### src/sv/bloom_filter_membership_probe_defines.svh
// Assertion macros for the bloom filter membership probe.
// Used by the back-end module; no other dependencies.
`ifndef BLOOM_FILTER_MEMBERSHIP_PROBE_DEFINES_SVH
`define BLOOM_FILTER_MEMBERSHIP_PROBE_DEFINES_SVH
`ifndef SYNTHESIS
`define BFMP_ASSERT(lbl, prop) \
	lbl: assert property (@(posedge clk) disable iff (!arst_n) prop) \
		else $error("bfmp assertion failed");
`define BFMP_NEVER(lbl, cond) \
	lbl: assert property (@(posedge clk) disable iff (!arst_n) !(cond)) \
		else $error("bfmp forbidden condition");
`else
`define BFMP_ASSERT(lbl, prop)
`define BFMP_NEVER(lbl, cond)
`endif
`endif

### src/sv/bfmp_pkg.sv
// Shared types, constants and the FNV-1a step for the bloom filter probe.
// No dependencies.
package bfmp_pkg;
	localparam int DEF_MAX_FILTER_BITS = 65536;
	localparam int DEF_MAX_PROBES = 32;
	localparam int QUEUE_DEPTH = 4;
	localparam int ADDR_W = 13;

	localparam logic [63:0] FNV_BASIS = 64'hCBF29CE484222325;
	localparam logic [63:0] GOLDEN_SEED = 64'h9E3779B97F4A7C15;
	localparam logic [63:0] FNV_PRIME_LO = 64'h1B3;
	localparam int FNV_PRIME_SHIFT = 40;

	localparam logic REG_BITS = 1'b0;
	localparam logic REG_PROBES = 1'b1;
	localparam logic [16:0] BITS_RESET = 17'd65536;
	localparam logic [5:0] PROBES_RESET = 6'd7;

	localparam logic FUNC_WRITE = 1'b0;
	localparam logic FUNC_KEY = 1'b1;

	typedef struct packed {
		logic is_write;
		logic [ADDR_W-1:0] addr;
		logic [7:0] data;
		logic [63:0] h1;
		logic [63:0] step;
	} bfmp_entry_t;

	function automatic logic [63:0] fnv_step(input logic [63:0] h, input logic [7:0] b);
		logic [63:0] x;
		x = h ^ {56'd0, b};
		return (x << FNV_PRIME_SHIFT) + 64'(x * FNV_PRIME_LO);
	endfunction
endpackage

### src/sv/bfmp_front.sv
// Front end: accepts input transactions, runs both FNV-1a hashes and
// queues filter writes and finished key queries. Depends on bfmp_pkg.
module bfmp_front import bfmp_pkg::*; (
	input  logic              clk,
	input  logic              arst_n,
	input  logic              in_valid,
	output logic              in_stall,
	input  logic              func,
	input  logic [ADDR_W-1:0] byte_address,
	input  logic [7:0]        filter_byte,
	input  logic [7:0]        key_byte,
	input  logic              byte_present,
	input  logic              key_last,
	input  logic              q_full,
	output logic              push,
	output bfmp_entry_t       push_entry
);
	logic [63:0] hp_q, hs_q, hp_nx, hs_nx;
	logic accept;

	assign in_stall = q_full;
	assign accept = in_valid && !q_full;
	assign hp_nx = byte_present ? fnv_step(hp_q, key_byte) : hp_q;
	assign hs_nx = byte_present ? fnv_step(hs_q, key_byte) : hs_q;
	assign push = accept && (func == FUNC_WRITE || key_last);

	always_comb begin
		push_entry.is_write = (func == FUNC_WRITE);
		push_entry.addr = byte_address;
		push_entry.data = filter_byte;
		push_entry.h1 = hp_nx;
		push_entry.step = hs_nx | 64'd1;
	end

	always_ff @(posedge clk or negedge arst_n) begin
		if (!arst_n) begin
			hp_q <= FNV_BASIS;
			hs_q <= FNV_BASIS ^ GOLDEN_SEED;
		end else if (accept && func == FUNC_KEY) begin
			if (key_last) begin
				hp_q <= FNV_BASIS;
				hs_q <= FNV_BASIS ^ GOLDEN_SEED;
			end else begin
				hp_q <= hp_nx;
				hs_q <= hs_nx;
			end
		end
	end
endmodule

### config.mk
export PLATFORM = sky130hd
export DESIGN_NAME = bfmp_front
export DESIGN_NICKNAME = d
export VERILOG_FILES = /design/src/sv/bloom_filter_membership_probe_defines.svh /design/src/sv/bfmp_pkg.sv /design/src/sv/bfmp_front.sv
export SDC_FILE = /design/constraint.sdc
export NUM_CORES = 2
export LEC_CHECK = 0
export ABC_CLOCK_PERIOD_IN_PS = 16700
export BUFFER_PORTS_ARGS = -buffer_cell sky130_fd_sc_hd__buf_2
export CAP_MARGIN = 20
export CORE_MARGIN = 3
export CORE_UTILIZATION = 61
export DETAILED_ROUTE_END_ITERATION = 12
export PLACE_DENSITY_LB_ADDON = 0.15
export RECOVER_POWER = 100
export SYNTH_ARGS = -nofsm -noshare
export SYNTH_HDL_FRONTEND = slang
export SYNTH_SLANG_ARGS = --single-unit
export TNS_END_PERCENT = 5
### constraint.sdc
create_clock -name clk -period 16.7 [get_ports clk]
set_input_delay 3.34 -clock clk [delete_from_list [all_inputs] [get_ports clk]]
set_output_delay 3.34 -clock clk [all_outputs]
set_load 0.03 [all_outputs]
==> flow_metrics.tcl <==
set metrics [dict create \
    status "finished with violations" \
    violations "capacitance limit, slew limit" \
    synthFlopType "dfstp_2" \
    initial_core_util_pct 62.2 \
    syn-num-nets 4355 \
    avgSynthCellArea_um2 8.73 \
    nNetsFinal 4380 \
    die_w_um 230 \
    grt_pass1_wl_um 147000 \
    row_count 81 \
    yosysWarnings 0 \
    antenna_found_initial 1 \
    wl_per_cell_um 22.4 \
    fin_crit_sh_pct 88.4 \
    clk_pin_slew_worst_paths_ps 60 \
    r2r-end "hp_q[42]" \
    cts_tree "yes" \
    drc 0 \
    cts_buffers 17 \
    regToRegStartpoint "hp_q[2]" \
    grt_usage_pct 36.4 \
    synth_async_sr_flop_share_pct 100 \
    path_class "input port to primary output" \
    via_count 24800 \
    arrival_ps 11420 \
    holdCritStartpoint "hp_q[3]" \
    synth_compound_area_share_pct 14.5 \
    viasPerCell 5.90 \
    cp_slowest_stage_delay_ps 1750 \
    grt-ovfl-total 0 \
    final_common_cell "inv_1" \
    synthesis.area_um2 30600 \
    drv_cap 10 \
    io_pins 188 \
    cts_root_buf "clkbuf_16" \
    area_growth_pct 4.26 \
    cts_resized 0 \
    cts_sinks 128 \
    final_cell_area_um2 31900 \
    post_cts_buffers 0 \
    ys_seq_area_share_pct 10.7 \
    fin_skew_ps 18.7 \
    ff2ff_setup_slack_ps 8590 \
    cts.htree.levels 4 \
    coreArea_um2 49300 \
    clockBufferDepth 2 \
    hold_viol 0 \
    antenna_cells_inserted 0 \
    slowest_stage "a2111oi_0" \
    synth_edf_count 0 \
    synth_top_family_by_area "adder cells" \
    worstRegToRegCells 20 \
    gp_congestion 1.03 \
    hold_class "register to register" \
    layout-drive-gt1-share_pct 5.25 \
    startpoint_type "input port" \
    ys_ff_latch 128 \
    setup_viol 0 \
    synthXorXnorAreaFrac_pct 7.78 \
    synth-simple-area-share_pct 7.85 \
    path_cells "clkbuf_1, xnor2_1, inv_1, ha_1, xor2_1, ha_1, or2_2, fa_1, fa_1, ha_1, ha_1, a21oi_1, o21ai_0, nor2_1, o311ai_0, a2111oi_0, o21ai_0, a31oi_1, o21ai_0, xor2_1, mux2_2, clkbuf_1" \
    holdPathEnd "hp_q[3]" \
    rsz0062_at_grt "false" \
    holdPathStages 2 \
    max_clock_freq_mhz 67.8 \
    synth_cells 3507 \
    die_y_um 230 \
    grt_pass1_vias 25400 \
    ant_nets 0 \
    clkLatencyLatePin_ps 490 \
    drt_iter0_markers 2062 \
    grt_max_degree 77 \
    path_max_fanout 6 \
    cpMostUsedCell "ha_1" \
    mostFrequentLayoutCells "868 x inv_1, 420 x fa_1, 392 x ha_1" \
    io_buffers 144 \
    dpl_cell_area_um2 31600 \
    layout_min_cycle_time_ps 14760 \
    fin_tns_setup_ps 0 \
    synth_fa_ha_area_share_pct 43.5 \
    cp-end-kind "primary output" \
    holdWs_ps 516 \
    worst_pin_slew_ps 5100 \
    synthMuxAreaShare_pct 2.82 \
    utilization_pct 64.8 \
    cp.required_ps 13360 \
    dpl.hpwl_um 79800 \
    cp-startpoint "key_byte[2]" \
    wl_um 94400 \
    drtPass1Iterations 5 \
    cts_hold_buf 0 \
    die-area_um2 52900 \
    synthDistinctLibCells 86 \
    slew_viol_final 492 \
    slew_headroom_pct -240 \
]
how the worst max path moves through the flow:
stage	end	slack, ps	cells past startpoint
2_1_floorplan	push_entry[127]	4900	21
3_3_place_gp	push_entry[58]	3520	23
3_5_place_dp	push_entry[58]	3500	23
4_1_cts	push_entry[58]	3420	23
5_1_grt	push_entry[106]	1690	22
6_report	push_entry[106]	1940	22
critical path, delay by kind of cell:
family	cells	cell delay [ps]
AO/OA/AOI/OAI	7	3300
adder cells (fa/ha/maj)	6	2150
XOR/XNOR	3	1090
buffers and inverters	3	620
AND/OR/NAND/NOR	2	610
multiplexers	1	300
layer usage:
layer	GRT usage (%)	routed length, um
met1	51.5	41400
met4	11.5	3040
met2	56.9	42700
met5	0	0
met3	6.84	7260
synth_stat cells (all sizes together), types with 9 or more instances:
library cell,count,share of area (%)
nor3,19,0.31
fa,420,27
o21a,16,0.39
nand2,185,2.3
a31oi,22,0.47
nor2b,37,0.76
mux2,75,2.8
and3,23,0.47
nor2,128,1.6
o21bai,23,0.59
nand4,40,0.82
clkbuf,107,1.3
xnor2,148,4.2
nor4,10,0.20
nand3,30,0.49
dfstp,64,5.5
o22ai,9,0.18
buf,41,0.83
o21ai,165,2.7
o22a,18,0.51
a21o,125,3.1
a211oi,15,0.40
dfrtp,64,5.2
a21oi,202,3.3
inv,868,11
or2,11,0.22
a22o,20,0.57
ha,392,16
o31ai,9,0.24
xor2,124,3.5
and2,12,0.25
registers in the layout (all words and copies together), names as in the netlist:
name	flops
hp_q	64
hs_q	64
per-stage QoR:
stage               cells  worst slack, ps
floorplan            3507             4900
global placement     4176             3520
detailed placement   4176             3500
CTS                  4208             3420
global route         4209             1690
finish               4209             1940
cells by family after synthesis:
family | after synthesis
AOI/OAI and AO/OA | 686
DFF | 128
buffers and inverters | 1016
adders and majority gates | 812
xor gates and xnor gates | 272
and+or+nand+nor | 515
other | 1
muxes | 77
area by class of cell:
type,instances,area [um^2]
flip-flops and latches,128,3280
clock inverters,15,159
repair buffers,154,648
well taps,664,831
clock buffers,17,425
fillers,4310,17300
inverters,868,3260
multi-input cells,2363,23300
Power is left out: the tool's default activity adds up to more than one toggle a clock period on the data nets, which glitch-free logic cannot reach.
