$ cat config.mk
export PLATFORM = sky130hd
export DESIGN_NAME = bfmp_queue
export DESIGN_NICKNAME = d
export VERILOG_FILES = /design/src/sv/bloom_filter_membership_probe_defines.svh /design/src/sv/bfmp_pkg.sv /design/src/sv/bfmp_queue.sv
export SDC_FILE = /design/constraint.sdc
export NUM_CORES = 1
export LEC_CHECK = 0
export BUFFER_PORTS_ARGS = -buffer_cell sky130_fd_sc_hd__buf_2
export CELL_PAD_IN_SITES_DETAIL_PLACEMENT = 1
export CELL_PAD_IN_SITES_GLOBAL_PLACEMENT = 1
export CORE_MARGIN = 3
export CORE_UTILIZATION = 54
export DETAILED_ROUTE_END_ITERATION = 6
export PLACE_DENSITY = 0.92
export SLEW_MARGIN = 0
export SYNTH_ARGS = -nofsm -noshare
export SYNTH_HDL_FRONTEND = slang
export SYNTH_SLANG_ARGS = --single-unit
$ cat constraint.sdc
create_clock -name clk -period 18.4 [get_ports clk]
set_input_delay 0.92 -clock clk [delete_from_list [all_inputs] [get_ports clk]]
set_output_delay 0.92 -clock clk [all_outputs]
set_load 0.01 [all_outputs]
$ cat src/sv/bloom_filter_membership_probe_defines.svh
// Assertion macros for the bloom filter membership probe.
// Used by the back-end module; no other dependencies.
`ifndef BLOOM_FILTER_MEMBERSHIP_PROBE_DEFINES_SVH
`define BLOOM_FILTER_MEMBERSHIP_PROBE_DEFINES_SVH
`ifndef SYNTHESIS
`define BFMP_ASSERT(lbl, prop) \
	lbl: assert property (@(posedge clk) disable iff (!arst_n) prop) \
		else $error("bfmp assertion failed");
`define BFMP_NEVER(lbl, cond) \
	lbl: assert property (@(posedge clk) disable iff (!arst_n) !(cond)) \
		else $error("bfmp forbidden condition");
`else
`define BFMP_ASSERT(lbl, prop)
`define BFMP_NEVER(lbl, cond)
`endif
`endif

$ cat src/sv/bfmp_pkg.sv
// Shared types, constants and the FNV-1a step for the bloom filter probe.
// No dependencies.
package bfmp_pkg;
	localparam int DEF_MAX_FILTER_BITS = 65536;
	localparam int DEF_MAX_PROBES = 32;
	localparam int QUEUE_DEPTH = 4;
	localparam int ADDR_W = 13;

	localparam logic [63:0] FNV_BASIS = 64'hCBF29CE484222325;
	localparam logic [63:0] GOLDEN_SEED = 64'h9E3779B97F4A7C15;
	localparam logic [63:0] FNV_PRIME_LO = 64'h1B3;
	localparam int FNV_PRIME_SHIFT = 40;

	localparam logic REG_BITS = 1'b0;
	localparam logic REG_PROBES = 1'b1;
	localparam logic [16:0] BITS_RESET = 17'd65536;
	localparam logic [5:0] PROBES_RESET = 6'd7;

	localparam logic FUNC_WRITE = 1'b0;
	localparam logic FUNC_KEY = 1'b1;

	typedef struct packed {
		logic is_write;
		logic [ADDR_W-1:0] addr;
		logic [7:0] data;
		logic [63:0] h1;
		logic [63:0] step;
	} bfmp_entry_t;

	function automatic logic [63:0] fnv_step(input logic [63:0] h, input logic [7:0] b);
		logic [63:0] x;
		x = h ^ {56'd0, b};
		return (x << FNV_PRIME_SHIFT) + 64'(x * FNV_PRIME_LO);
	endfunction
endpackage

$ cat src/sv/bfmp_queue.sv
// Short FIFO between front and back end. Depends on bfmp_pkg.
module bfmp_queue import bfmp_pkg::*; #(
	parameter int DEPTH = QUEUE_DEPTH
) (
	input  logic        clk,
	input  logic        arst_n,
	input  logic        push,
	input  bfmp_entry_t push_entry,
	output logic        full,
	output logic        q_valid,
	input  logic        pop,
	output bfmp_entry_t q_entry
);
	localparam int IW = (DEPTH > 1) ? $clog2(DEPTH) : 1;
	localparam int CW = $clog2(DEPTH + 1);

	bfmp_entry_t slots_q [DEPTH];
	logic [IW-1:0] wp_q, rp_q;
	logic [CW-1:0] cnt_q;
	logic do_push, do_pop;

	assign full = (cnt_q == CW'(DEPTH));
	assign q_valid = (cnt_q != '0);
	assign q_entry = slots_q[rp_q];
	assign do_push = push && !full;
	assign do_pop = pop && q_valid;

	always_ff @(posedge clk) begin
		if (do_push) slots_q[wp_q] <= push_entry;
	end

	always_ff @(posedge clk or negedge arst_n) begin
		if (!arst_n) begin
			wp_q <= '0;
			rp_q <= '0;
			cnt_q <= '0;
		end else begin
			if (do_push) wp_q <= (wp_q == IW'(DEPTH - 1)) ? '0 : wp_q + 1'b1;
			if (do_pop) rp_q <= (rp_q == IW'(DEPTH - 1)) ? '0 : rp_q + 1'b1;
			if (do_push && !do_pop) cnt_q <= cnt_q + 1'b1;
			else if (do_pop && !do_push) cnt_q <= cnt_q - 1'b1;
		end
	end
endmodule

==> impl_results.md, run 1 <==
- First-pass GRT wire length: 75500 um
- # rows: 73
- Layout overhead on the synthesized area: 18.0%
- Fill cells: 3224
- Gate Count Post-Synth: 821
- Multiplexer area fraction after synthesis: 15.6%
- Top cell by count, worst path: buf_4
- Clock Skew: 18.3 ps
- CTS root buf: clkbuf_16
- Simple-gate share of the synthesized area: 0.278%
- Die X: 208 um
- WS Path Type: reg -> out
- Register bit count reported by yosys: 607
- Hold slack: 154 ps
- Final hold violations: 0
- Inst Count DP: 1631
- Total number of yosys warnings: 0
- Number of I/O pins: 306
- Core box area: 40000 sq um
- Via count: 10135
- Nets: 1327
- DR top layer: met5
- Crit-path slowest cell: buf_4
- Crit-path max FO: 45
- Setup Buffers After CTS: 0
- Adder-Cell Fraction of Synth Area: 0.431%
- Unrepaired setup endpoints after global routing: false
- First DRT Iteration DRCs: 770
- Largest family of logic cells by synthesized area: multiplexers
- Post-synthesis sequential area ratio: 82.5%
- Largest net degree at the start of global routing: 71
- DRC viols: 0
- Element type at the critical path end: output port
- Routed met3 length: 3530 um
- Final min period: 4590 ps
- Setup WS post-layout: 13810 ps
- Complex-gate fraction of the synthesized area: 0%
- Fmax: 218 MHz
- Tightest Pin Transition: 1090 ps
- Post-Place Setup Slack: 14280 ps
- Max_cap viols: 0
- Total die area: 43300 sq um
- Synth Net Count: 982
- CP startpoint kind: flop
- Worst slew margin: 27.2%
- WP data required: 17480 ps
- Worst hold path type: in -> async
- GRT Total Usage: 23.5%
- Mapped cell area: 22000 sq um
- Met2 WL: 26800 um
- Share of layout cells above drive strength 1: 46.1%
- Fin cells: 1739
- Peak supply drop: 0.000102 V
- Final GP Congestion: 0.752
- Netlist cell types: 18
- Grt total ovfl: 0
- Setup-failing EPs final: 0
- Post-CTS Hold Fix Bufs: 0
- Status: complete, no violations
- Vias in the first global route: 11417
- Crit share post-route: 24.9%
- Leakage: 0.00884 uW
- Post-route ant nets: 0
- Initial Util: 55.1%
- Initial antenna violation count: 7
- WP buf/inv: 3
- DRT Pass-1 Iters: 7
- Clk pin slew, worst setup/hold paths: 60 ps
- Xor/xnor share of the synthesized area: 0.119%
- Setup TNS: 0 ps
- CP peak stage delay: 820 ps
- Largest delay share family, worst path: buffers and inverters
- Avg Cell Area, Syn: 26.9 sq um
- Die height: 208 um
- Crit-path cells: buf_4 > buf_4 > mux4_2 > buf_2
- H-tree level count: 2
- Overall power: 4320 uW
- Clock sink count: 607
- CTS Buf Count: 58
- Worst-case clock buffer depth: 3
- Routed Wire Length: 50100 um
- WL met1: 18600 um
- Worst skew pair latency: 610 ps
- Slew Viols, Final: 0
- Vias per inst: 5.83
- Pwr dens: 166 nW/um^2
- DP HPWL: 31300 um
- CTS tree: yes
- Wire per inst: 28.8 um
- Crit path arrival time: 3670 ps
- CTS resizes: 0
- Quantity of I/O buffers inserted on ports: 305
power by group:
group | switching, uW | internal, uW
Combinational | 680 | 534
Sequential | 107 | 1830
Clock | 483 | 681
Total | 1270 | 3050
registers in the layout (all words and copies together) (netlist names):
register / cells
wp_q: 2
cnt_q: 3
rp_q: 2
slots_q: 600
area by class of cell:
class                           instances  area (sq um)  area share [%]
Timing Repair Buffer                  319          1630            6.27
Antenna cell                            2          5.00          0.0192
Multi-Input combinational cell        177          3630            14.0
Inverter                                3          11.3          0.0433
Clock inverter                         27           254           0.977
Tap cell                              525           657            2.53
Sequential cell                       607         18200            70.0
Clock buffer                           79          1610            6.21
per-layer routing:
| metal | track usage, % | vias to the layer above |
|---|---|---|
| met5 | 0 | - |
| met4 | 6.11 | 10 |
| met3 | 5.47 | 76 |
| met2 | 41.1 | 408 |
| met1 | 30.0 | 5393 |
| li1 | - | 4248 |
synth_stat cells:
cell      number  area share (%)
buf_6         10            0.51
nor3b_1        1           0.034
xor2_1         2           0.079
mux4_2       150              15
buf_2         18            0.41
xnor2_1        1           0.040
and2_1         3           0.085
or3_1          1           0.028
clkbuf_1       6            0.10
nor2_1         4           0.068
dfrtp_1        7            0.79
ha_1           6            0.34
inv_1          3           0.051
fa_1           1           0.091
mux2_2         5            0.26
edfxtp_1     600              82
nand2_1        2           0.034
nor2b_1        1           0.028
cell families (layout without fill, tap and decap cells):
family / count (synthesis) / after routing
flip-flops: 607 / 607
multiplexers: 155 / 155
buffers and inverters: 37 / 428
AND/OR/NAND/NOR: 12 / 12
adder cells (fa/ha/maj): 7 / 7
XOR/XNOR: 3 / 3
other: 0 / 2
through the flow:
stage	utilization [%]	area (sq um)
6_report	65.0	26000
5_1_grt	65.0	26000
4_1_cts	65.0	26000
3_5_place_dp	60.3	24100
3_3_place_gp	60.3	24100
2_1_floorplan	-	22000
placed cells by master, fill, tap and decap left out, drive strengths merged:
master  netlist  layout
and2          3       3
buf          28     319
bufinv        0       5
clkbuf        6      79
clkinv        0      22
dfrtp         7       7
diode         0       2
edfxtp      600     600
fa            1       1
ha            6       6
inv           3       3
mux2          5       5
mux4        150     150
nand2         2       2
nor2          4       4
nor2b         1       1
nor3b         1       1
or3           1       1
xnor2         1       1
xor2          2       2
worst paths after layout:
path	start	to	slack [ps]	cells after the start
hold / removal	arst_n	cnt_q[2]	150	1
hold reg to reg	cnt_q[2]	cnt_q[2]	540	1
setup / recovery	rp_q[0]	q_entry[16]	13810	4
setup reg to reg	cnt_q[2]	slots_q[0][25]	15380	4
min in group clk	push_entry[3]	slots_q[2][3]	530	1
max in group asynchronous	arst_n	rp_q[0]	18050	1
Note: power is estimated with default switching activity, not from simulation.
==> run 2: changes to the inputs <==
--- a/config.mk
+++ b/config.mk
@@ -9,9 +9,9 @@
 export CELL_PAD_IN_SITES_DETAIL_PLACEMENT = 1
 export CELL_PAD_IN_SITES_GLOBAL_PLACEMENT = 1
 export CORE_MARGIN = 3
-export CORE_UTILIZATION = 54
+export CORE_UTILIZATION = 45
 export DETAILED_ROUTE_END_ITERATION = 6
-export PLACE_DENSITY = 0.92
+export PLACE_DENSITY = 0.83
 export SLEW_MARGIN = 0
 export SYNTH_ARGS = -nofsm -noshare
 export SYNTH_HDL_FRONTEND = slang
==> constraint.sdc (replaced) <==
create_clock -name clk -period 3.9 [get_ports clk]
set_input_delay 0.195 -clock clk [delete_from_list [all_inputs] [get_ports clk]]
set_output_delay 0.195 -clock clk [all_outputs]
set_load 0.01 [all_outputs]
==> impl_results.md, run 2 (same netlist as run 1, synthesis figures left out) <==
- DR top layer: met4
- WL met1: 20000 um
- Met2 WL: 27800 um
- Setup TNS: 0 ps
- Crit-path max FO: 41
- Design area: 28000 sq um
- Post-route ant nets: 0
- WP data required: 3700 ps
- Max_cap viols: 0
- Initial Util: 45.9%
- Crit-path slowest cell: dfrtp_4
- Worst skew pair latency: 610 ps
- Status: complete, no violations
- Peak supply drop: 0.000672 V
- Tightest Pin Transition: 1030 ps
- GRT Total Usage: 20.5%
- DRT Pass-1 Iters: 5
- Setup-failing EPs final: 0
- Clock power share: 27.6%
- Final min period: 2910 ps
- Share of layout cells above drive strength 1: 42.1%
- # rows: 80
- Die X: 227 um
- Slew Viols, Final: 0
- Core box area: 48000 sq um
- Routed met3 length: 3640 um
- Nets: 1495
- Layout overhead on the synthesized area: 27.0%
- CTS root buf: clkbuf_16
- Most frequent cells in the layout: 600 x edfxtp_1, 305 x buf_2, 152 x dlygate4sd3_1
- Most flops, register: slots_q
- Clock sink count: 607
- CTS tree: yes
- First DRT Iteration DRCs: 735
- Largest net degree at the start of global routing: 153
- Initial antenna violation count: 4
- Unrepaired setup endpoints after global routing: false
- Clock Skew: 28.7 ps
- CTS Buf Count: 61
- Quantity of I/O buffers inserted on ports: 305
- Vias in the first global route: 12175
- Grt total ovfl: 0
- Switching power total: 6250 uW
- Hold slack: 85.1 ps
- First-pass GRT wire length: 77900 um
- Crit-path cells: buf_12 > mux4_2 > buf_2
- Vias per inst: 5.38
- CP peak stage delay: 870 ps
- Fin cells: 2002
- Inst Count DP: 1734
- Total die area: 51700 sq um
- DRC viols: 0
- Total placed instance area: 24500 sq um
- CP startpoint kind: flop
- Routed Wire Length: 52700 um
- Die height: 227 um
- Fill cells: 4081
- Commonest non-fill, non-tap cell in the layout: edfxtp_1
- Fmax: 344 MHz
- Via count: 10779
- Setup WS post-layout: 990 ps
- Crit path arrival time: 2710 ps
- Pwr dens: 752 nW/um^2
- Crit share post-route: 74.6%
- H-tree level count: 2
- Max reg flops: 600
- Worst slew margin: 31.5%
- Final GP Congestion: 0.732
- Combinational Power Share: 29.3%
- Wire per inst: 26.3 um
- Switching Fraction: 29.7%
- Element type at the critical path end: output port
- Cell internal pwr: 14800 uW
- Clk pin slew, worst setup/hold paths: 60 ps
- Largest registers: slots_q (600), cnt_q (3)
- Post-Place Setup Slack: 1340 ps
- WS Path Type: reg -> out
- Worst hold path type: in -> reg
- Final hold violations: 0
- DP HPWL: 29400 um
- Reg power frac: 43.1%
- Leakage: 0.00963 uW
- Number of I/O pins: 306
- Worst-case clock buffer depth: 3
run 2: layout make-up:
| type | instances | area (sq um) | share of cell area [%] |
|---|---|---|---|
| diodes | 4 | 10.0 | 0.0358 |
| clock buffers | 70 | 1560 | 5.57 |
| clock inverters | 42 | 419 | 1.50 |
| inverters | 3 | 11.3 | 0.0402 |
| multi-input cells | 177 | 3630 | 13.0 |
| flip-flops and latches | 607 | 18200 | 65.0 |
| well taps | 615 | 769 | 2.75 |
| repair buffers | 484 | 3390 | 12.1 |
run 2: path summary, 6_finish.rpt:
check,from,to,slack [ps],cells after the start
max,rp_q[0],q_entry[57],990,3
min in group asynchronous,arst_n,wp_q[0],590,3
max reg2reg,cnt_q[2],slots_q[2][112],1380,4
max in group asynchronous,arst_n,rp_q[0],3030,3
min reg2reg,cnt_q[2],cnt_q[2],510,1
min,pop,rp_q[0],90,3
run 2: through the flow:
stage | total power, uW | util, %
2_1_floorplan | 12800 | -
3_3_place_gp | 15000 | 51.0
3_5_place_dp | 15200 | 51.0
4_1_cts | 21200 | 58.2
5_1_grt | 22000 | 58.2
6_report | 21000 | 58.3
run 2: repair_timing:
item / CTS / global route
resized for setup: 0 / 0
setup buffers: 0 / 0
hold endpoints to repair: 607 / 0
hold buffers: 152 / 0
run 2: per-layer routing:
layer | global-route usage, % | up-vias
met2 | 36.0 | 404
met1 | 25.1 | 5683
li1 | - | 4602
met3 | 5.79 | 90
met5 | 0 | -
met4 | 6.03 | 0
run 2: power by group through the flow:
stage,sequential [uW],combinational (uW),clock [uW]
2_1_floorplan,8990,3810,0
3_3_place_gp,9030,5950,0
3_5_place_dp,9160,6060,0
4_1_cts,9040,6230,5910
5_1_grt,9170,6630,6210
6_report,9070,6160,5810
run 2: worst max-delay path, delay by kind of cell, from the launching register on:
kind	cells	cell delay, ps
flip-flops	1	870
multiplexers	1	600
buffers and inverters	2	560
